## src/rtl/plsl_pkg.sv

```systemverilog
// Shared constants, breakpoint tables and types for the sensor linearizer.
package plsl_pkg;

  localparam int NUM_POINTS = 11;
  localparam int SCALE      = 1000;

  localparam int READING_W = 16;
  localparam int VALUE_W   = 15;
  localparam int INDEX_W   = 4;
  localparam int SLOPE_W   = 18;
  localparam int DIFF_W    = READING_W + 1;
  localparam int PROD_W    = SLOPE_W + DIFF_W;
  localparam int NUM_W     = PROD_W + 1;
  localparam int VALUE_MAX = 2 ** VALUE_W - 1;

  // Divide by SCALE as (n * RECIP) >> RECIP_SHIFT, exact for every n below
  // 2**QUO_IN_W. RECIP is ceil(2**35 / 1000); its excess over 2**35 / 1000
  // times 1000 is 632, under 2**(RECIP_SHIFT - QUO_IN_W).
  localparam int QUO_IN_W    = 25;
  localparam int RECIP_SHIFT = 35;
  localparam int RECIP_W     = 26;
  localparam int RECIP       = 34359739;
  localparam int QPROD_W     = QUO_IN_W + RECIP_W;
  localparam int QUO_W       = QPROD_W - RECIP_SHIFT;

  localparam int BP_X [NUM_POINTS] = '{
    1000, 1100, 1250, 1350, 1400, 1600, 1800, 2000, 2600, 4000, 4100
  };
  localparam int BP_Y [NUM_POINTS] = '{
    20000, 8000, 5000, 4000, 3000, 2500, 2000, 1500, 1000, 500, 0
  };

  // Slope of the segment that ends at breakpoint i, scaled by SCALE.
  localparam int SEG_SLOPE [NUM_POINTS] = '{
    0,
    ((BP_Y[1]  - BP_Y[0]) * SCALE) / (BP_X[1]  - BP_X[0]),
    ((BP_Y[2]  - BP_Y[1]) * SCALE) / (BP_X[2]  - BP_X[1]),
    ((BP_Y[3]  - BP_Y[2]) * SCALE) / (BP_X[3]  - BP_X[2]),
    ((BP_Y[4]  - BP_Y[3]) * SCALE) / (BP_X[4]  - BP_X[3]),
    ((BP_Y[5]  - BP_Y[4]) * SCALE) / (BP_X[5]  - BP_X[4]),
    ((BP_Y[6]  - BP_Y[5]) * SCALE) / (BP_X[6]  - BP_X[5]),
    ((BP_Y[7]  - BP_Y[6]) * SCALE) / (BP_X[7]  - BP_X[6]),
    ((BP_Y[8]  - BP_Y[7]) * SCALE) / (BP_X[8]  - BP_X[7]),
    ((BP_Y[9]  - BP_Y[8]) * SCALE) / (BP_X[9]  - BP_X[8]),
    ((BP_Y[10] - BP_Y[9]) * SCALE) / (BP_X[10] - BP_X[9])
  };

  typedef struct packed {
    logic [READING_W-1:0] reading;
    logic [INDEX_W-1:0]   index;
  } plsl_item_t;

endpackage

```

## src/rtl/plsl_if.sv

```systemverilog
// Handshake channels for raw readings and linearized results.
interface plsl_in_if;
  import plsl_pkg::*;
  logic                 valid;
  logic                 ready;
  logic [READING_W-1:0] reading;
  modport source (output valid, output reading, input ready);
  modport sink   (input valid, input reading, output ready);
endinterface


```

## src/rtl/plsl_front.sv

```systemverilog
// Front end: accept readings and find the breakpoint segment of each one.
module plsl_front (
  plsl_in_if.sink              raw,
  input  logic                 queue_full,
  output logic                 push,
  output plsl_pkg::plsl_item_t push_item
);
  import plsl_pkg::*;

  logic [INDEX_W-1:0] index;

  // First breakpoint whose reading is at least the input; NUM_POINTS if none.
  always_comb begin
    index = INDEX_W'(NUM_POINTS);
    for (int i = NUM_POINTS - 1; i >= 0; i--) begin
      if (int'(raw.reading) <= BP_X[i]) index = INDEX_W'(i);
    end
  end

  assign raw.ready         = ~queue_full;
  assign push              = raw.valid & ~queue_full;
  assign push_item.reading = raw.reading;
  assign push_item.index   = index;

endmodule

```

## src/flat_wrapper.sv

```systemverilog
// flat-port wrapper written by rule: the top's interface ports become plain ports
module plsl_front_flat import plsl_pkg::*;
  (queue_full, push, push_item, raw_valid, raw_reading, raw_ready);
  plsl_in_if raw_i ();
  input  logic queue_full;
  output logic push;
  output plsl_pkg::plsl_item_t push_item;
  input wire logic [$bits(raw_i.valid)-1:0] raw_valid;
  input wire logic [$bits(raw_i.reading)-1:0] raw_reading;
  output wire logic [$bits(raw_i.ready)-1:0] raw_ready;
  assign raw_i.valid = raw_valid;
  assign raw_i.reading = raw_reading;
  assign raw_ready = raw_i.ready;
  plsl_front u_core (.raw(raw_i), .queue_full(queue_full), .push(push), .push_item(push_item));
endmodule
```

## config.mk

```make
export PLATFORM = sky130hd
export DESIGN_NAME = plsl_front_flat
export DESIGN_NICKNAME = d
export VERILOG_FILES = /design/src/rtl/plsl_pkg.sv /design/src/rtl/plsl_if.sv /design/src/rtl/plsl_front.sv /design/src/flat_wrapper.sv
export SDC_FILE = /design/constraint.sdc
export NUM_CORES = 1
export LEC_CHECK = 0
export ABC_AREA = 1
export BUFFER_PORTS_ARGS = -buffer_cell sky130_fd_sc_hd__buf_2
export CELL_PAD_IN_SITES_DETAIL_PLACEMENT = 1
export CELL_PAD_IN_SITES_GLOBAL_PLACEMENT = 2
export CORE_MARGIN = 5
export CORE_UTILIZATION = 22
export DETAILED_ROUTE_END_ITERATION = 8
export PLACE_DENSITY_LB_ADDON = 0.1
export SYNTH_ARGS = -nofsm -noshare
export SYNTH_HDL_FRONTEND = slang
export SYNTH_SLANG_ARGS = --single-unit
export TNS_END_PERCENT = 10
```

## constraint.sdc

```tcl
create_clock -name vclk -period 1.5
set_input_delay 0.075 -clock vclk [all_inputs]
set_output_delay 0.075 -clock vclk [all_outputs]
set_load 0.02 [all_outputs]
```

======== After elaboration in Yosys (flattened, before gate mapping) ========
Index checks and enable logic that the tools add are counted.
operators by class
  mux-type cells .......................... 11
  bitwise logic cells ..................... 2
  magnitude comparators ................... 11
operator list
  cell                  count
  $le 16x11->1 const B  7
  $le 16x12->1 const B  2
  $mux 4                8
  $le 16x10->1 const B  1
  $le 16x13->1 const B  1
  $mux 2                2
  $and 1x1->1           1
  $mux 1                1
  $not 1->1             1
storage, ports and cells
  logic and storage cells ................. 24
  input port bits ......................... 18
  output and inout port bits .............. 22
  bits in registers ....................... 0

======== Longest topological paths before layout ========
Gate-level depths: netlist of the first run.
  depth in word-level cells ............... 12
  depth in mapped cells ................... 15
  gate-level depth less buffers ........... 15

======== Least setup slack after synthesis of the first run ========
No wires, ideal clock.
  kind .................................... input to output
  start ................................... in raw_reading[5]
  end ..................................... out push_item[1] (netlist bit)
  required time ........................... 1.425 ns
  stages .................................. 8
  path buffers ............................ 0
  arrival ................................. 1.310 ns
  slack ................................... 0.115 ns
  path through ............................ nor2_2 > inv_1 > nor2_1 > nand3_1 > nand2_1 > a21oi_1 > a31oi_1 > a21boi_0
RTL lines
  item                line               RTL
  start: declaration  flat_wrapper.sv:9  input wire logic [$bits(raw_i.reading)-1:0] raw_reading;
  end: declaration    flat_wrapper.sv:7  output plsl_pkg::plsl_item_t push_item;

==> results.sh, run 1 <==
export IMPL_status="finished, violations left"
export IMPL_violations="negative setup slack"
export IMPL_finalCritPeriodShare_pct=104
export IMPL_placed_cell_area_sq_um=1350
export IMPL_leakage_nw=0.874
export IMPL_avgSynthCellArea_sq_um=4.81
export IMPL_rsz0062_at_grt="true"
export IMPL_area_growth_pct=105
export IMPL_ir_drop_uv=109
export IMPL_grt_pass1_vias=1457
export IMPL_setup_violations=3
export IMPL_tightest_slew_ns=0.268
export IMPL_antenna_found_initial=0
export IMPL_end_kind="output pin"
export IMPL_netSwitchingFraction_pct=54.8
export IMPL_syn_inst=178
export IMPL_syn_area_sq_um=856
export IMPL_critPathArrivalTime_ns=1.49
export IMPL_initial_core_util_pct=23.0
export IMPL_num_vias=1443
export IMPL_fin_setup_tns_ns=-0.107
export IMPL_die_area_sq_um=5240
export IMPL_viasPerCell=4.63
export IMPL_maxSlewHeadroom_pct=82.0
export IMPL_drt_iter0_drc=47
export IMPL_rows=22
export IMPL_synth_warning_count=0
export IMPL_io_pins=40
export IMPL_n_antenna_cell=0
export IMPL_max_freq_mhz=638
export IMPL_fp_dieH_um=72.4
export IMPL_grt_pass1_wl_um=6940
export IMPL_regArea_sq_um=0
export IMPL_drv_cap=0
export IMPL_p_per_area_nw_per_um2=247
export IMPL_place_ws_ns=-0.273
export IMPL_n_clock_buffer=0
export IMPL_seq_cells=0
export IMPL_drcViolationCount=0
export IMPL_postCtsHoldBufs=0
export IMPL_fin_hold_ws_ns=0.402
export IMPL_overflow=0
export IMPL_fin_util_pct=47.3
export IMPL_crit_slowest_cell="nor3_4"
export IMPL_final_common_cell="buf_4"
export IMPL_wl_per_cell_um=15.1
export IMPL_combPwrFrac_pct=100.0
export IMPL_worstPathCellList="buf_6 -> nor2_4 -> inv_2 -> nor3_4 -> nand4_1 -> nand2_2 -> inv_2 -> nand2_2 -> nand2_1 -> nand2_1 -> nand2_1 -> nand2_1 -> nand2_1 -> a21oi_2 -> buf_6"
export IMPL_finalInstanceArea_sq_um=1760
export IMPL_layout_common_cells="buf_4, nand2_1, buf_2"
export IMPL_clkPwrFrac_pct=0
export IMPL_crit_required_ns=1.42
export IMPL_finalMaxSlewViolations=0
export IMPL_cp_common_cell="nand2_1"
export IMPL_dp_hpwl_um=3630
export IMPL_coreArea_sq_um=3720
export IMPL_internal_power_mw=0.197
export IMPL_yosysSeqAreaShare_pct=0
export IMPL_port_buffers=40
export IMPL_worstSetupPathType="primary input to output pin"
export IMPL_instances_no_fill=312
export IMPL_final_hold_viol_count=0
export IMPL_crit_fanout=3
export IMPL_fill_cells=529
export IMPL_finalCriticalPeriod_ns=1.57
export IMPL_slowest_delay_ns=0.20
export IMPL_dp_cells=297
export IMPL_total_power_mw=0.435
export IMPL_worst_setup_path_start_kind="primary input"
export IMPL_setup_slack_ns=-0.0675
export IMPL_grtUsageTotal_pct=16.4
export IMPL_ant_nets=0
export IMPL_pwr_share_seq_pct=0
export IMPL_hp_class="primary input to output pin"
export IMPL_drive_gt1_share_pct=62.9
export IMPL_drt_pass1_iterations=4
export IMPL_multi_input_area_sq_um=800
export IMPL_gp_congestion=0.876
export IMPL_wirelength_um=4720
export IMPL_syn_nets=196
export IMPL_die_w_um=72.4
export IMPL_grt_max_degree=10
export IMPL_num_nets_final=284
export IMPL_ys_types=25
export IMPL_p_switching_mw=0.238
## worst paths after layout
kind                   startpoint             to  depth (start not counted)
setup / recovery   raw_reading[0]   push_item[0]                         15
hold / removal    raw_reading[14]  push_item[18]                          2
## critical path, delay by kind of cell
family | cells | cell delay, ns
buf+inv | 4 | 0.36
compound gates | 1 | 0.14
simple gates | 10 | 0.91
## cell usage after synthesis (all sizes together) (2+ instances only)
library cell | instances | area (sq um)
inv | 31 | 116
nor3 | 8 | 45.0
o21ai | 9 | 48.8
a21oi | 5 | 28.8
a21boi | 2 | 15.0
a31oi | 2 | 12.5
buf | 17 | 128
nand3 | 11 | 55.1
nor2 | 43 | 184
nand4 | 4 | 25.0
nand2 | 40 | 155
## power groups by stage
| stage | combinational (mW) | sequential [mW] | clock [mW] |
|---|---|---|---|
| after floorplan | 0.164 | 0 | 0 |
| after global placement | 0.325 | 0 | 0 |
| after detailed placement | 0.331 | 0 | 0 |
| after CTS | 0.378 | 0 | 0 |
| after global routing | 0.468 | 0 | 0 |
| final | 0.435 | 0 | 0 |
## timing repair
action,4_1_cts,5_1_grt
pin swaps,17,26
buffers inserted,9,6
gates cloned,0,0
resized for setup,43,55
endpoints found under the setup margin,3,3
## final cells by class
| cell class | count | area share [%] |
|---|---|---|
| multi-input combinational | 130 | 45.5 |
| timing repair buffer | 103 | 43.3 |
| tap | 48 | 3.42 |
| inverter | 31 | 7.76 |
## cells by family after synthesis
group | count (synthesis) | synth area share [%]
simple gates | 108 | 55.7
buf+inv | 48 | 28.5
compound gates | 22 | 15.8
## per-layer routing
layer	global-route usage (%)	wire, um	part of all wire, %
met5	0	0	0
met4	1.02	43	0.91
met3	1.11	181	3.8
met2	32.0	2480	53
met1	20.3	2010	43
Note: power is estimated with default switching activity, not from simulation.
==> inputs of run 2 (changes only) <==
- MAX_ROUTING_LAYER: unset -> met4
==> results.sh, run 2 (synthesis gave the netlist of run 1 again) <==
export IMPL_drcViolationCount=0
export IMPL_num_nets_final=281
export IMPL_clkPwrFrac_pct=0
export IMPL_maxSlewHeadroom_pct=85.1
export IMPL_critPathArrivalTime_ns=1.51
export IMPL_violations="negative setup slack"
export IMPL_initial_core_util_pct=23.0
export IMPL_leakage_nw=0.852
export IMPL_status="finished, violations left"
export IMPL_n_clock_buffer=0
export IMPL_pwr_share_seq_pct=0
export IMPL_p_switching_mw=0.229
export IMPL_crit_fanout=4
export IMPL_io_pins=40
export IMPL_p_per_area_nw_per_um2=243
export IMPL_end_kind="output pin"
export IMPL_netSwitchingFraction_pct=54.8
export IMPL_final_hold_viol_count=0
export IMPL_viasPerCell=4.53
export IMPL_port_buffers=40
export IMPL_total_power_mw=0.418
export IMPL_finalCritPeriodShare_pct=105
export IMPL_max_freq_mhz=632
export IMPL_finalCriticalPeriod_ns=1.58
export IMPL_grt_pass1_vias=1528
export IMPL_antenna_found_initial=0
export IMPL_area_growth_pct=101
export IMPL_fp_dieH_um=72.4
export IMPL_rsz0062_at_grt="true"
export IMPL_rows=22
export IMPL_ant_nets=0
export IMPL_worstPathCellList="buf_6 -> inv_4 -> nand2_4 -> nor3_4 -> nand4_1 -> buf_4 -> o21a_1 -> nand2_1 -> nand2_1 -> nand2_1 -> nand2_1 -> nand2_1 -> a21oi_2 -> buf_4"
export IMPL_setup_violations=1
export IMPL_overflow=0
export IMPL_drive_gt1_share_pct=62.1
export IMPL_hp_class="primary input to output pin"
export IMPL_combPwrFrac_pct=100.0
export IMPL_wirelength_um=4390
export IMPL_fin_util_pct=46.3
export IMPL_drt_pass1_iterations=2
export IMPL_grt_pass1_wl_um=7120
export IMPL_regArea_sq_um=0
export IMPL_cp_buffers_inverters=4
export IMPL_drv_cap=0
export IMPL_coreArea_sq_um=3720
export IMPL_setup_slack_ns=-0.0816
export IMPL_grt_max_degree=10
export IMPL_n_antenna_cell=0
export IMPL_tightest_slew_ns=0.222
export IMPL_drt_iter0_drc=41
export IMPL_internal_power_mw=0.189
export IMPL_gp_congestion=0.878
export IMPL_slowest_delay_ns=0.18
export IMPL_grtUsageTotal_pct=17.1
export IMPL_dp_hpwl_um=3570
export IMPL_crit_slowest_cell="nor3_4"
export IMPL_crit_required_ns=1.42
export IMPL_wl_per_cell_um=14.2
export IMPL_cp_common_cell="nand2_1"
export IMPL_layout_common_cells="buf_4, nand2_1, buf_2"
export IMPL_final_common_cell="buf_4"
export IMPL_ir_drop_uv=97.4
export IMPL_worstSetupPathType="primary input to output pin"
export IMPL_seq_cells=0
export IMPL_multi_input_area_sq_um=798
export IMPL_num_vias=1401
export IMPL_worst_setup_path_start_kind="primary input"
export IMPL_critPathTopFamily="simple AND/OR/NAND/NOR gates"
export IMPL_fill_cells=530
export IMPL_finalMaxSlewViolations=0
export IMPL_die_w_um=72.4
export IMPL_die_area_sq_um=5240
==> run 2: changes by cell type in the layout (fill, tap and decap cells not counted), moves of 3 or more <==
cell and delta:
nor3_2 +4, inv_4 +3, buf_2 -3, nor2_2 -3
==> run 2: area by class of cell <==
| type | count | share of cell area, % |
|---|---|---|
| well taps | 48 | 3.49 |
| inverters | 31 | 7.35 |
| repair buffers | 100 | 42.7 |
| multi-input cells | 130 | 46.4 |
==> run 2: worst paths after layout <==
kind / start / end / slack (ns) / cells past startpoint
worst min-delay path: raw_reading[14] / push_item[18] / 0.39 / 2
worst max-delay path: raw_reading[1] / push_item[0] / -0.08 / 14
==> run 2: routing by layer <==
layer	track usage [%]	up-vias	share of wire [%]
met5	-	-	0
met4	1.64	0	1.0
met3	1.11	4	4.1
met2	32.0	31	54
met1	20.6	651	41
li1	-	715	-
==> run 2: power groups by stage <==
stage               Clock (mW)  Combinational (mW)  Sequential (mW)
floorplan                    0               0.164                0
finish                       0               0.418                0
CTS                          0               0.381                0
global placement             0               0.323                0
detailed placement           0               0.327                0
global route                 0               0.453                0
==> run 2: timing repair <==
action | in CTS | in global routing
hold buffers | 0 | 0
setup buffers | 12 | 1
resized for setup | 49 | 47
setup endpoints to repair | 3 | 3
pin swaps | 18 | 29
cloned | 0 | 0
==> run 2: per-stage QoR <==
step / setup WS, ns / hold WS, ns / instances / setup TNS, ns / cell area (sq um)
floorplan: 0.115 / 0.227 / 178 / 0 / 856
global placement: -0.175 / 0.407 / 296 / -0.302 / 1340
detailed placement: -0.204 / 0.415 / 296 / -0.339 / 1340
CTS: -0.0637 / 0.400 / 308 / -0.114 / 1590
global route: -0.240 / 0.399 / 309 / -0.424 / 1720
finish: -0.0816 / 0.392 / 309 / -0.0816 / 1720
==> inputs of run 3 (changes only) <==
- CORE_ASPECT_RATIO: unset -> 0.5
==> results.sh, run 3 (synthesis gave the netlist of run 1 again) <==
export IMPL_drt_iter0_drc=26
export IMPL_worst_setup_path_start_kind="primary input"
export IMPL_combPwrFrac_pct=100.0
export IMPL_maxSlewHeadroom_pct=77.4
export IMPL_critPathArrivalTime_ns=1.51
export IMPL_n_clock_buffer=0
export IMPL_leakage_nw=0.850
export IMPL_hold_depth=2
export IMPL_crit_fanout=4
export IMPL_hp_class="primary input to output pin"
export IMPL_end_kind="output pin"
export IMPL_wirelength_um=4380
export IMPL_antenna_found_initial=0
export IMPL_min_from="raw_reading[1]"
export IMPL_coreArea_sq_um=3820
export IMPL_final_common_cell="buf_4"
export IMPL_grt_pass1_wl_um=6960
export IMPL_drt_pass1_iterations=4
export IMPL_io_pins=40
export IMPL_clkPwrFrac_pct=0
export IMPL_viasPerCell=4.38
export IMPL_overflow=0
export IMPL_drive_gt1_share_pct=60.9
export IMPL_layout_common_cells="buf_4, nand2_1, buf_2"
export IMPL_die_w_um=98.2
export IMPL_tightest_slew_ns=0.336
export IMPL_setup_slack_ns=-0.0888
export IMPL_num_nets_final=276
export IMPL_p_per_area_nw_per_um2=251
export IMPL_p_switching_mw=0.236
export IMPL_finalInstanceArea_sq_um=1740
export IMPL_met3_length_um=171
export IMPL_initial_core_util_pct=22.4
export IMPL_die_area_sq_um=5310
export IMPL_port_buffers=40
export IMPL_max_freq_mhz=629
export IMPL_met2WireLength_um=1850
export IMPL_fin_hold_ws_ns=0.400
export IMPL_violations="negative setup slack"
export IMPL_ir_drop_uv=91.3
export IMPL_wl_per_cell_um=14.1
export IMPL_multi_input_area_sq_um=811
export IMPL_n_antenna_cell=0
export IMPL_rsz0062_at_grt="true"
export IMPL_drt_met1_wl_um=2350
export IMPL_fp_dieH_um=54.1
export IMPL_dp_hpwl_um=3660
export IMPL_worstSetupPathType="primary input to output pin"
export IMPL_total_power_mw=0.436
export IMPL_rows=16
export IMPL_crit_required_ns=1.42
export IMPL_placed_cell_area_sq_um=1310
export IMPL_pwr_share_seq_pct=0
export IMPL_netSwitchingFraction_pct=54.1
export IMPL_setup_violations=3
export IMPL_gp_congestion=0.924
export IMPL_fin_util_pct=45.4
export IMPL_place_ws_ns=-0.174
export IMPL_grt_max_degree=9
export IMPL_finalMaxSlewViolations=0
export IMPL_grt_pass1_vias=1402
export IMPL_internal_power_mw=0.200
export IMPL_fill_cells=538
export IMPL_drcViolationCount=0
export IMPL_seq_cells=0
export IMPL_num_vias=1359
export IMPL_routed_top_layer="met3"
export IMPL_ant_nets=0
export IMPL_final_hold_viol_count=0
export IMPL_drv_cap=0
export IMPL_hold_end="push_item[5]"
export IMPL_finalCriticalPeriod_ns=1.59
export IMPL_grtUsageTotal_pct=16.9
export IMPL_finalCritPeriodShare_pct=106
export IMPL_status="finished, violations left"
export IMPL_area_growth_pct=103
export IMPL_regArea_sq_um=0
## run 3: cell count changes in the layout (fill, tap and decap cells not counted), moves of 2 or more
cell / change
nor2_2: -2
a21oi_2: -2
clkbuf_4: -2
nor3_2: -2
buf_4: -10
nor2_4: +2
nand2_1: -2
o21ai_1: -2
buf_6: +7
a21oi_1: +2
nand2_2: +2
## run 3: routing by layer
layer	up-vias	track usage [%]
li1	702	-
met1	628	24.4
met2	29	27.1
met3	0	1.68
met4	0	0
met5	-	-
## run 3: worst max-delay path by stage
stage	start	endpoint	slack (ns)	cells after the start
2_1_floorplan	raw_reading[5]	push_item[1]	0.12	8
3_3_place_gp	raw_reading[15]	push_item[0]	-0.15	11
3_5_place_dp	raw_reading[15]	push_item[0]	-0.17	11
4_1_cts	raw_reading[3]	push_item[0]	-0.04	14
5_1_grt	raw_reading[9]	push_item[0]	-0.21	16
6_report	raw_reading[1]	push_item[0]	-0.09	15
## run 3: through the flow
step,TNS [ns],instances
6_report,-0.157,310
5_1_grt,-0.491,310
4_1_cts,-0.0387,298
3_5_place_dp,-0.281,297
3_3_place_gp,-0.345,297
2_1_floorplan,0,178
## run 3: area by class of cell
cell class | instances | share of cell area, %
repair buffers | 95 | 42.0
well taps | 54 | 3.89
multi-input cells | 130 | 46.7
inverters | 31 | 7.43
## run 3: worst max-delay path: stages
cell	delay (ns)
buf_12	0.11
inv_6	0.05
nand2_4	0.05
nor3_4	0.18
nand4_1	0.17
nor2_1	0.15
nand3_1	0.08
nand2_1	0.08
inv_2	0.04
nand2_1	0.04
nand2_1	0.04
nand2_1	0.06
nand2_1	0.07
a21oi_2	0.17
buf_6	0.13
## run 3: power by group through the flow
stage	sequential (mW)	clock (mW)	combinational, mW
floorplan	0	0	0.164
global placement	0	0	0.321
detailed placement	0	0	0.322
CTS	0	0	0.360
global route	0	0	0.470
finish	0	0	0.436
## run 3: what timing repair did
item	in CTS	in global routing
setup buffers	1	12
pin swaps	6	34
hold buffers	0	0
gates resized for setup	45	62
setup endpoints to repair	3	3
