### src/rtl/plsl_pkg.sv
// Shared constants, breakpoint tables and types for the sensor linearizer.
package plsl_pkg;

  localparam int NUM_POINTS = 11;
  localparam int SCALE      = 1000;

  localparam int READING_W = 16;
  localparam int VALUE_W   = 15;
  localparam int INDEX_W   = 4;
  localparam int SLOPE_W   = 18;
  localparam int DIFF_W    = READING_W + 1;
  localparam int PROD_W    = SLOPE_W + DIFF_W;
  localparam int NUM_W     = PROD_W + 1;
  localparam int VALUE_MAX = 2 ** VALUE_W - 1;

  // Divide by SCALE as (n * RECIP) >> RECIP_SHIFT, exact for every n below
  // 2**QUO_IN_W. RECIP is ceil(2**35 / 1000); its excess over 2**35 / 1000
  // times 1000 is 632, under 2**(RECIP_SHIFT - QUO_IN_W).
  localparam int QUO_IN_W    = 25;
  localparam int RECIP_SHIFT = 35;
  localparam int RECIP_W     = 26;
  localparam int RECIP       = 34359739;
  localparam int QPROD_W     = QUO_IN_W + RECIP_W;
  localparam int QUO_W       = QPROD_W - RECIP_SHIFT;

  localparam int BP_X [NUM_POINTS] = '{
    1000, 1100, 1250, 1350, 1400, 1600, 1800, 2000, 2600, 4000, 4100
  };
  localparam int BP_Y [NUM_POINTS] = '{
    20000, 8000, 5000, 4000, 3000, 2500, 2000, 1500, 1000, 500, 0
  };

  // Slope of the segment that ends at breakpoint i, scaled by SCALE.
  localparam int SEG_SLOPE [NUM_POINTS] = '{
    0,
    ((BP_Y[1]  - BP_Y[0]) * SCALE) / (BP_X[1]  - BP_X[0]),
    ((BP_Y[2]  - BP_Y[1]) * SCALE) / (BP_X[2]  - BP_X[1]),
    ((BP_Y[3]  - BP_Y[2]) * SCALE) / (BP_X[3]  - BP_X[2]),
    ((BP_Y[4]  - BP_Y[3]) * SCALE) / (BP_X[4]  - BP_X[3]),
    ((BP_Y[5]  - BP_Y[4]) * SCALE) / (BP_X[5]  - BP_X[4]),
    ((BP_Y[6]  - BP_Y[5]) * SCALE) / (BP_X[6]  - BP_X[5]),
    ((BP_Y[7]  - BP_Y[6]) * SCALE) / (BP_X[7]  - BP_X[6]),
    ((BP_Y[8]  - BP_Y[7]) * SCALE) / (BP_X[8]  - BP_X[7]),
    ((BP_Y[9]  - BP_Y[8]) * SCALE) / (BP_X[9]  - BP_X[8]),
    ((BP_Y[10] - BP_Y[9]) * SCALE) / (BP_X[10] - BP_X[9])
  };

  typedef struct packed {
    logic [READING_W-1:0] reading;
    logic [INDEX_W-1:0]   index;
  } plsl_item_t;

endpackage

### src/rtl/plsl_queue.sv
// Two-entry queue between the classifier and the interpolation engine.
module plsl_queue (
  input  logic                 clk,
  input  logic                 rst,
  input  logic                 push,
  input  plsl_pkg::plsl_item_t push_item,
  output logic                 full,
  input  logic                 pop,
  output logic                 pop_valid,
  output plsl_pkg::plsl_item_t pop_item
);
  import plsl_pkg::*;

  plsl_item_t mem [2];
  logic       wr_ptr;
  logic       rd_ptr;
  logic [1:0] count;

  assign full      = (count == 2'd2);
  assign pop_valid = (count != 2'd0);
  assign pop_item  = mem[rd_ptr];

  always_ff @(posedge clk) begin
    if (push) begin
      mem[wr_ptr] <= push_item;
    end
  end

  always_ff @(posedge clk) begin
    if (rst) begin
      wr_ptr <= 1'b0;
      rd_ptr <= 1'b0;
      count  <= 2'd0;
    end else begin
      if (push) wr_ptr <= ~wr_ptr;
      if (pop)  rd_ptr <= ~rd_ptr;
      count <= count + {1'b0, push} - {1'b0, pop};
    end
  end

endmodule

### config.mk
export PLATFORM = sky130hd
export DESIGN_NAME = plsl_queue
export DESIGN_NICKNAME = d
export VERILOG_FILES = /design/src/rtl/plsl_pkg.sv /design/src/rtl/plsl_queue.sv
export SDC_FILE = /design/constraint.sdc
export NUM_CORES = 1
export LEC_CHECK = 0
export BUFFER_PORTS_ARGS = -buffer_cell sky130_fd_sc_hd__buf_2
export CAP_MARGIN = 10
export CORE_ASPECT_RATIO = 1.5
export CORE_MARGIN = 8
export CORE_UTILIZATION = 46
export CTS_CLUSTER_SIZE = 40
export DETAILED_ROUTE_END_ITERATION = 12
export PLACE_DENSITY = 0.78
export RECOVER_POWER = 100
export SYNTH_ARGS = -nofsm -noshare
export SYNTH_HDL_FRONTEND = slang
export SYNTH_SLANG_ARGS = --single-unit
### constraint.sdc
create_clock -name clk -period 1.5 [get_ports clk]
set_input_delay 0.15 -clock clk [delete_from_list [all_inputs] [get_ports clk]]
set_output_delay 0.15 -clock clk [all_outputs]
set_load 0.01 [all_outputs]
Word level (Yosys, flattened, before mapping)
Memories as Yosys holds them, arrays and structs flattened. A register that Yosys moved wholly into a read port is not among the register bits.
Cells that the tools add are included.
{"block": "totals", "reg_bits": 4, "ramBits": 40, "input_bits": 24, "out_inout_bits": 22, "word_cells": 14, "n_memories": 1}
{"name": "mem", "depth": 2, "width": 20, "rd": 1, "rd_clocked_by_memory_dff": 1, "write_ports": 1, "line": "plsl_queue.sv:14", "text": "plsl_item_t mem [2];"}
{"block": "op_classes", "add_sub_neg": 2, "n_eq_ne": 1, "mux": 4, "n_bitwise": 2, "n_reduce_logical": 1}
{"op": "1-bit 2-to-1 mux", "n": 4}
{"op": "2-bit by 1-bit adder with 2-bit output", "n": 1}
{"op": "2-bit equality test, second input constant", "n": 1}
{"op": "1-bit NOT", "n": 2}
{"op": "2-bit nonzero test", "n": 1}
{"op": "2-bit by 1-bit subtractor with 2-bit output", "n": 1}

Logic depth before layout (Yosys ltp)
Gate-level depths: netlist of the first run.
{"block": "depth", "ltp_word": 3, "ltp_mapped": 6, "depth_no_buf": 6}

Least setup slack after synthesis of the first run
OpenSTA, ideal clock, no wires.
{"block": "synth_timing", "path_type": "register -> register", "start": "register wr_ptr", "end": "memory mem[0][0] in the netlist's numbering (enable)", "setup_ns": 0.399, "arrival_time_ns": 1.240, "required_time_ns": 1.101, "slack_ns": -0.139, "path_stages_with_launch": 2, "n_path_buf": 0, "period_less_slack_ns": 1.639, "cell_sequence": "dfxtp_1 -> nor2b_1"}
{"element": "start: declaration", "line": "plsl_queue.sv:15", "text": "logic wr_ptr;"}
{"element": "start signal: assignment", "line": "plsl_queue.sv:35", "text": "if (push) wr_ptr <= ~wr_ptr;"}
{"element": "end: declaration", "line": "plsl_queue.sv:14"}
Straight into the memory's write port.

==> impl_results.md, run 1 <==
* Core Util, Final at 58.5%
* Largest net degree at the start of global routing at 21
* Flop pwr share at ~57%
* Post-DRT Antenna Nets at 0
* Share of layout cells above drive strength 1 at roughly 49%
* Hpwl dp at 2.14 mm
* Net Sw Frac at 22.7%
* Row cnt at 27
* Final period utilization at about 95%
* P_sw at between 500 and 600 uW
* Warnings, synthesis at 0
* Clock power share at around a quarter
* FF-to-FF End: mem[1][5]
* Seq/Total Area, Yosys at about 75%
* Die height at 91.4 um
* Nets at 163
* DR vias/cell at 4.85
* Clock network latency to the later pin of the worst-skew pair at 0.29 ns
* Die area at 6060 sq um
* FF/Latch Area at 1310 sq um
* Logic pwr share at 15.9%
* R2r startpoint: wr_ptr
* Pins Over Slew Limit at 0
* Tightest Hold Check Type: in -> reg
* Fillers at 297
* Setup ws final at a little under 0.07 ns
* Fmax at ~700 MHz
* Mapped Area at 1740 sq um
* Period minus WS final at 1.43 ns
* Hold Crit Depth at 1
* Post-CTS Setup Bufs at 0
* #FFs+latches synth at 45
* DP Cell Count at ~170
* Multi-input logic area at 414 sq um
* Ant diodes at 0
* WP data required at 1.35 ns
* Leak pwr at 0.850 nW
* WL final at slightly below 3 mm
* WL/cell at roughly 16 um
* Most frequent cells in the layout: edfxtp_1 (40), mux2_4 (20), buf_2 (18)
* Actual transition at the worst max-transition pin at between 0.5 and 0.6 ns
* Relative slew slack at 66.2%
* First-pass GRT wire length at 4.57 mm
* Clock transition at path regs at 0.08 ns
* Critical path class: reg -> out
* Syn nets at 109
* Crit path max fanout at 10
* Num CTS Buffers at 5
* Final Total Pwr at between 2 and 3 mW
* CP endpoint kind: output pin
* Max-cap viol count at 0
* Area grow syn2layout at 22.5%
* Ports at 46
* GRT overflow at 0
* CTS tree: built
* Vias in the first global route at 1,013
* FF-to-FF path depth at 2
* Clock Sinks at between 40 and 50
* Vias at 878
* Final Hold Viols at 0
* Initial antenna violation count at 0
* VDD IR max at 766 uV
* Commonest non-fill, non-tap cell in the layout: edfxtp_1
* DRT Pass-1 Iters at 4
* Power density over the cells at 1220 nW/um^2
* Crit start category: flop
* Setup TNS at 0 ns
* HP Start: push_item[10]
* Reg2reg setup slack at 0.19 ns
* Gpl congestion at 0.697
* Worst Hold Path EP: mem[1][10]
* # setup viols final at 0
* Clk buf depth at 2
* DR iter-0 viols at 18
* Synth unique cells at 12
* H-tree levels at 2
* Unrepaired setup endpoints after global routing: false
* Synthesized netlist cell count at slightly above 80
* Post-Synthesis Mean Instance Area at 21.0 sq um
* Place WS at 0.273 ns
* CORE AREA at 3650 sq um
* Non-filler instance count after layout at between 150 and 200
* Initial Util at 47.8%
* Internal at 2.01 mW
* Die width at 66.3 um
* Status: finished, final reports clean
* Max Clock Skew at 0.00383 ns
* PortBufs at 45
* GRT Total Usage at 10.2%
* Root buf cell: clkbuf_8
* Remaining routing DRC violations at 0
* Data arrival time of the worst path at ~1.3 ns
[stage by stage]
stage | area, sq um | hold slack, ns
detailed placement | 2060 | 0.345
global placement | 2060 | 0.339
finish | 2130 | 0.0451
CTS | 2180 | 0.0347
floorplan | 1750 | 0.222
global route | 2130 | 0.0261
[synth_stat cells]
library cell  instances  share of area [%]
xnor3_1               1                1.3
ha_1                  2                1.4
xnor2_1               2                1.0
buf_6                 2                1.3
or2_2                 1               0.36
inv_1                 2               0.43
nor2b_1               3                1.1
dfxtp_1               5                5.7
mux2_4               20                 17
nor2_1                4               0.86
edfxtp_1             40                 69
and2_1                1               0.36
[layer usage]
metal	vias to the layer above	wire (um)	global-route usage [%]
li1	417	-	-
met1	425	944	8.27
met2	30	1660	18.8
met3	6	244	4.18
met4	0	75	6.44
met5	-	0	0
[power groups by stage]
stage,Combinational [mW],Sequential (mW),Clock (mW)
finish,0.415,1.50,0.690
floorplan,0.270,1.51,0
detailed placement,0.430,1.52,0
global placement,0.414,1.51,0
CTS,0.446,1.50,0.710
global route,0.450,1.50,0.769
[cells by family after synthesis]
kind of cell | share of synthesized area [%]
simple gates | 2.66
fa+ha+maj | 1.44
buf+inv | 1.72
flops | 74.7
xor+xnor | 2.30
mux | 17.2
[area by class of cell]
class	instances	share of cell area, %
clock buffers	5	3.22
repair buffers	49	12.5
clock inverters	3	0.821
inverters	2	0.352
well taps	43	2.52
flip-flops and latches	45	61.1
multi-input cells	34	19.4
[state kept, by name, indices dropped and copies added (netlist names), named ones only]
register  count
count         2
mem          40
rd_ptr        1
wr_ptr        1
[critical path, stage by stage (launching register included)]
cell,delay [ns]
dfxtp_4,0.40
buf_12,0.16
mux2_4,0.30
buf_2,0.14
[worst max-delay path by stage]
stage          startpoint      endpoint  slack [ns]  cells past startpoint
5_1_grt              flop  pop_item[18]        0.02                      3
3_5_place_dp     count[0]      count[1]        0.27                      6
3_3_place_gp     count[0]      count[1]        0.36                      6
6_report             flop   pop_item[9]        0.07                      3
4_1_cts              flop  pop_item[18]        0.03                      3
2_1_floorplan      wr_ptr     mem[1][0]        0.22                      1
[repair_timing]
item / in CTS / in global routing
gates resized for setup: 3 / 0
endpoints found under the setup margin: 2 / 0
hold buffers: 0 / 0
(Power assumes the default switching activity.)
==> run 2: changes to the inputs <==
--- a/config.mk
+++ b/config.mk
@@ -8,12 +8,12 @@
 export BUFFER_PORTS_ARGS = -buffer_cell sky130_fd_sc_hd__buf_2
 export CAP_MARGIN = 10
 export CORE_ASPECT_RATIO = 1.5
-export CORE_MARGIN = 8
+export CORE_MARGIN = 2
 export CORE_UTILIZATION = 46
 export CTS_CLUSTER_SIZE = 40
 export DETAILED_ROUTE_END_ITERATION = 12
 export PLACE_DENSITY = 0.78
-export RECOVER_POWER = 100
+export RECOVER_POWER = 25
 export SYNTH_ARGS = -nofsm -noshare
 export SYNTH_HDL_FRONTEND = slang
 export SYNTH_SLANG_ARGS = --single-unit
==> run 2 against run 1 <==
  * Fmax fell by 0.82%
  * Register-to-register slack better by 0.08 ns
  * Critical endpoint is now pop_item[14]
  * Clock-buffer cell count is 2 higher
  * Via count fell by 1.8%
  * Core utilization is 1.7 points higher
  * Clock skew is essentially flat
  * Clock power rose by 28%
  * First-iteration DRC count grew 17%
  * Sequential share of layout area down 1.9 points
  * Critical path depth is the same
  * Flip-flop and latch count unchanged
==> impl_results.md, run 2 (synthesis results as in run 1) <==
* Critical Path Stages at 3 (unchanged)
* Final period utilization at 96.2% (+0.79 points)
* Power density over the cells at 1280 nW/um^2 (+4.7%)
* Commonest non-fill, non-tap cell in the layout: edfxtp_1
* CP max-delay cell: dfxtp_2
* Number of flip-flops in the largest register at 40 (unchanged)
* Pins Over Slew Limit at 0 (unchanged)
* Crit path max fanout at 10 (unchanged)
* Clock Sinks at 45 (unchanged)
* Unrepaired setup endpoints after global routing: false
* Data arrival time of the worst path at 1.29 ns (about the same)
* Share of layout cells above drive strength 1 at 52.9% (+3.6 points)
* Met2 wire len at 1.49 mm (-10%)
* Uppermost layer routed: met4
* Hold slack at 0.0569 ns (+0.0118 ns)
* Max-cap viol count at 0 (unchanged)
* WP buf/inv at 2 (unchanged)
* WL final at 2.51 mm (-14%)
* Die width at 54.3 um (-18%)
* PortBufs at 45 (unchanged)
* VDD IR max at 714 uV (-6.8%)
* Vias at 862 (-1.8%)
* Die area at 4310 sq um (-29%)
* FF/Latch Area at 1300 sq um (-0.19%)
* CORE AREA at 3650 sq um (unchanged)
* Status: finished, final reports clean
* CP endpoint kind: output pin
* H-tree levels at 2 (unchanged)
* FF-to-FF path depth at 6 (+4)
* Area grow syn2layout at 26.1%
* Post-DRT Antenna Nets at 0 (unchanged)
* Worst Hold Path EP: mem[0][1]
* GRT overflow at 0 (unchanged)
* Relative slew slack at 88.4% (+22 points)
* Hpwl dp at 1.78 mm (-17%)
* GRT Total Usage at 12.7% (+2.5 points)
* # setup viols final at 0 (unchanged)
* Max Clock Skew at 0.00418 ns (+0.000343 ns)
* Clk buf depth at 2 (unchanged)
* Period minus WS final at 1.44 ns (+0.0118 ns)
* DR iter-0 viols at 21 (+3)
* CP Cell Sequence: clkbuf_16, mux2_4, buf_2
* Reg2reg setup slack at 0.27 ns (+0.08 ns)
* DRT Pass-1 Iters at 4 (unchanged)
* Ant diodes at 0 (unchanged)
* CTS tree: built
* Most frequent cells in the layout: edfxtp_1 (40), buf_2 (39), mux2_4 (20)
* Routed wire length on met3 at 176 um (-28%)
* Final Hold Viols at 0 (unchanged)
* Ports at 46 (unchanged)
* Regs by FF count: mem x40, count x2
* Critical path class: reg -> out
* Num CTS Buffers at 5 (unchanged)
* Vias in the first global route at 872 (-14%)
* Cts hold-fix bufs at 0 (unchanged)
* Hold Crit Depth at 1 (unchanged)
* R2r startpoint: count[0]
* Top reg by flops: mem
* First-pass GRT wire length at 3.65 mm (-20%)
* Clock transition at path regs at 0.07 ns (about the same)
* Largest net degree at the start of global routing at 21 (unchanged)
* Clock network latency to the later pin of the worst-skew pair at 0.28 ns (about the same)
* Gpl congestion at 0.593 (-15%)
* Crit start category: flop
* Nets at 163 (unchanged)
* Setup TNS at 0 ns (unchanged)
* Root buf cell: clkbuf_8
* FF-to-FF End: count[1]
* HP Start: push_item[1]
* DR vias/cell at 4.76 (-1.8%)
* WP data required at 1.35 ns (about the same)
* Fmax at 693 MHz (-0.82%)
* Initial Util at 47.8% (unchanged)
* Multi-input logic area at 414 sq um (unchanged)
* Actual transition at the worst max-transition pin at 0.173 ns (-0.334 ns)
* Top delay family on crit path: flip-flops
* Row cnt at 27 (unchanged)
* Initial antenna violation count at 0 (unchanged)
* Routed met1 length at 821 um (-13%)
* Leak pwr at 0.888 nW (+4.4%)
* Die height at 79.4 um (-13%)
* Fillers at 284 (-4.4%)
* WL/cell at 13.9 um (-14%)
* Slowest stage delay, CP at 0.37 ns (-0.03 ns)
* Tightest Hold Check Type: in -> reg
* Remaining routing DRC violations at 0 (unchanged)
run 2: routing by layer:
metal  up-vias  GRT usage [%]
met1       405           10.8
li1        420              -
met5         -              0
met4         0           6.75
met2        35           22.9
met3         2           5.43
run 2: where the power goes:
part	internal, mW	switching (mW)
Combinational	0.248	0.181
Sequential	1.46	0.0328
Clock	0.542	0.341
run 2: how the worst max path moves through the flow:
stage	startpoint	to
finish	flop	pop_item[14]
global route	flop	pop_item[13]
CTS	flop	pop_item[13]
detailed placement	count[0]	count[1]
global placement	count[0]	count[1]
floorplan	wr_ptr	mem[1][0]
run 2: through the flow:
| step | cell area (sq um) | power (mW) | utilization, % | setup WS (ns) | cells |
|---|---|---|---|---|---|
| after floorplan | 1750 | 1.78 | - | 0.220 | 83 |
| after global placement | 2060 | 1.92 | 56.5 | 0.357 | 172 |
| after detailed placement | 2060 | 1.94 | 56.5 | 0.262 | 172 |
| after CTS | 2180 | 2.83 | 59.7 | 0.0342 | 180 |
| after global routing | 2200 | 2.94 | 60.2 | 0.0142 | 181 |
| final | 2200 | 2.80 | 60.2 | 0.0576 | 181 |
run 2: layout make-up:
cell class / count / area share [%]
clock inverter: 1 / 1.37
inverter: 2 / 0.342
timing repair buffer: 49 / 13.8
clock buffer: 7 / 3.93
multi-input combinational: 34 / 18.8
tap: 43 / 2.45
sequential: 45 / 59.3
run 2: repair_timing:
item,in CTS,in global routing
gates resized for setup,0,1
buffers inserted,0,0
endpoints found under the setup margin,0,15
endpoints found under the hold margin,0,0
==> run 3: changes to the inputs <==
--- a/config.mk
+++ b/config.mk
@@ -12,7 +12,7 @@
 export CORE_UTILIZATION = 46
 export CTS_CLUSTER_SIZE = 40
 export DETAILED_ROUTE_END_ITERATION = 12
-export PLACE_DENSITY = 0.78
+export PLACE_DENSITY = 0.75
 export RECOVER_POWER = 25
 export SYNTH_ARGS = -nofsm -noshare
 export SYNTH_HDL_FRONTEND = slang
==> run 3 against run 2 <==
  * Critical path depth unchanged
  * Register-to-register slack got worse by 0.06 ns
  * Sequential share of layout area up 0.86 points
  * Worst setup slack improved by 0.0096 ns
  * Fmax increased by 0.67%
  * Highest routed layer unchanged
  * Global-route usage rose by 0.77 points
  * First-iteration DRC count fell by 14%
  * Cell area shrank 1.4%
  * Via count down 0.23%
==> impl_results.md, run 3 (synthesis results as in run 1) <==
* Cts hold-fix bufs at 0 (unchanged)
* CORE AREA at 3650 sq um (unchanged)
* Status: finished, final reports clean
* Post-CTS Setup Bufs at 0 (unchanged)
* Power density over the cells at 1200 nW/um^2 (-6.0%)
* Ant diodes at 0 (unchanged)
* CTS tree: built
* FF-to-FF End: count[1]
* Area grow syn2layout at 24.3%
* Max-cap viol count at 0 (unchanged)
* Vias in the first global route at 915 (+4.9%)
* CP endpoint kind: output pin
* Critical path class: reg -> out
* R2r startpoint: count[0]
* Die area at 4310 sq um (unchanged)
* Clk buf depth at 2 (unchanged)
* Gpl congestion at 0.589 (-0.73%)
* Final Hold Viols at 0 (unchanged)
* # setup viols final at 0 (unchanged)
* Period minus WS final at 1.43 ns (-0.00964 ns)
* Max Clock Skew at 0.00277 ns (-0.00141 ns)
* Worst Hold Path EP: mem[1][14]
* WL final at 2.66 mm (+5.9%)
* VDD IR max at 960 uV (+34%)
* Top reg by flops: mem
* Fmax at 698 MHz (+0.67%)
* Hpwl dp at 1.85 mm (+3.9%)
* Root buf cell: clkbuf_8
* Setup TNS at 0 ns (unchanged)
* Share of layout cells above drive strength 1 at 54.3% (+1.4 points)
* Remaining routing DRC violations at 0 (unchanged)
* DR iter-0 viols at 18 (-14%)
* PortBufs at 45 (unchanged)
* Relative slew slack at 88.7% (+0.30 points)
* Number of flip-flops in the largest register at 40 (unchanged)
* H-tree levels at 2 (unchanged)
* Pins Over Slew Limit at 0 (unchanged)
* Initial Util at 47.8% (unchanged)
* Final period utilization at 95.5% (-0.64 points)
* Tightest Hold Check Type: in -> reg
* HP Start: push_item[14]
* Vias at 860 (-0.23%)
* Clock network latency to the later pin of the worst-skew pair at 0.29 ns (about the same)
* Commonest non-fill, non-tap cell in the layout: buf_2
* Die width at 54.3 um (unchanged)
* FF-to-FF path depth at 6 (unchanged)
* Num CTS Buffers at 5 (unchanged)
* Largest net degree at the start of global routing at 21 (unchanged)
* Clock Sinks at 45 (unchanged)
* Reg2reg setup slack at 0.21 ns (-0.06 ns)
* Initial antenna violation count at 0 (unchanged)
* Nets at 163 (unchanged)
* Data arrival time of the worst path at 1.28 ns (about the same)
* Unrepaired setup endpoints after global routing: false
* GRT overflow at 0 (unchanged)
* Most frequent cells in the layout: buf_2 (42), edfxtp_1 (40), mux2_4 (20)
* Cts repair resizes at 0 (unchanged)
* CP Cell Sequence: clkbuf_16, mux2_4, buf_2
* Leak pwr at 0.880 nW (-0.81%)
* Die height at 79.4 um (unchanged)
* GRT Total Usage at 13.4% (+0.77 points)
* Row cnt at 27 (unchanged)
* Ports at 46 (unchanged)
* CP max-delay cell: dfxtp_2
* Post-DRT Antenna Nets at 0 (unchanged)
* Actual transition at the worst max-transition pin at 0.169 ns (-0.00446 ns)
* First-pass GRT wire length at 3.89 mm (+6.6%)
* Hold slack at 0.0469 ns (-0.00999 ns)
* Slowest stage delay, CP at 0.37 ns (about the same)
* WP data required at 1.35 ns (about the same)
* WL/cell at 14.7 um (+5.9%)
* Crit start category: flop
* Fillers at 297 (+4.6%)
* Hold Crit Depth at 1 (unchanged)
* DR vias/cell at 4.75 (-0.23%)
* Crit path max fanout at 10 (unchanged)
* Clock transition at path regs at 0.07 ns (about the same)
* Regs by FF count: mem x40, count x2
* DRT Pass-1 Iters at 4 (unchanged)
[run 3: final cells by class]
| type | count | area [sq um] | share of cell area, % |
|---|---|---|---|
| clock buffers | 5 | 68.8 | 3.18 |
| clock inverters | 3 | 12.5 | 0.578 |
| inverters | 2 | 7.51 | 0.347 |
| multi-input cells | 34 | 414 | 19.1 |
| flip-flops and latches | 45 | 1300 | 60.1 |
| well taps | 43 | 53.8 | 2.48 |
| repair buffers | 49 | 307 | 14.2 |
[run 3: routing by layer]
layer  GRT usage [%]  routed length (um)
met5               0                   0
met4            6.00                  56
met3            5.81                 154
met2            24.9                1510
met1            11.4                 937
[run 3: worst max-delay path by stage]
| stage | slack, ns | cells after the start | from | to |
|---|---|---|---|---|
| after global routing | 0.02 | 3 | flop | pop_item[10] |
| final | 0.07 | 3 | flop | pop_item[17] |
| after CTS | 0.03 | 3 | flop | pop_item[15] |
| after floorplan | 0.22 | 1 | wr_ptr | mem[1][0] |
| after detailed placement | 0.21 | 6 | count[0] | count[1] |
| after global placement | 0.36 | 6 | count[0] | count[1] |
[run 3: metrics by stage]
step           power [mW]  setup WS, ns  instances  util [%]  cell area (sq um)
6_report             2.60        0.0673        181      59.4               2170
5_1_grt              2.74        0.0229        181      59.4               2170
2_1_floorplan        1.78         0.220         83         -               1750
3_5_place_dp         1.95         0.213        172      56.5               2060
3_3_place_gp         1.92         0.357        172      56.5               2060
4_1_cts              2.62        0.0317        180      58.7               2140
[run 3: power breakdown]
| group | internal, mW | leakage [nW] | total, mW | switching (mW) |
|---|---|---|---|---|
| logic | 0.249 | 0.420 | 0.433 | 0.184 |
| registers | 1.46 | 0.417 | 1.50 | 0.0368 |
| clock network | 0.313 | 0.0430 | 0.670 | 0.357 |
[run 3: worst max-delay path: cells and delay by family, from the launching register on]
family	cells	cell delay, ns
buffers and inverters	2	0.32
muxes	1	0.29
DFF	1	0.37
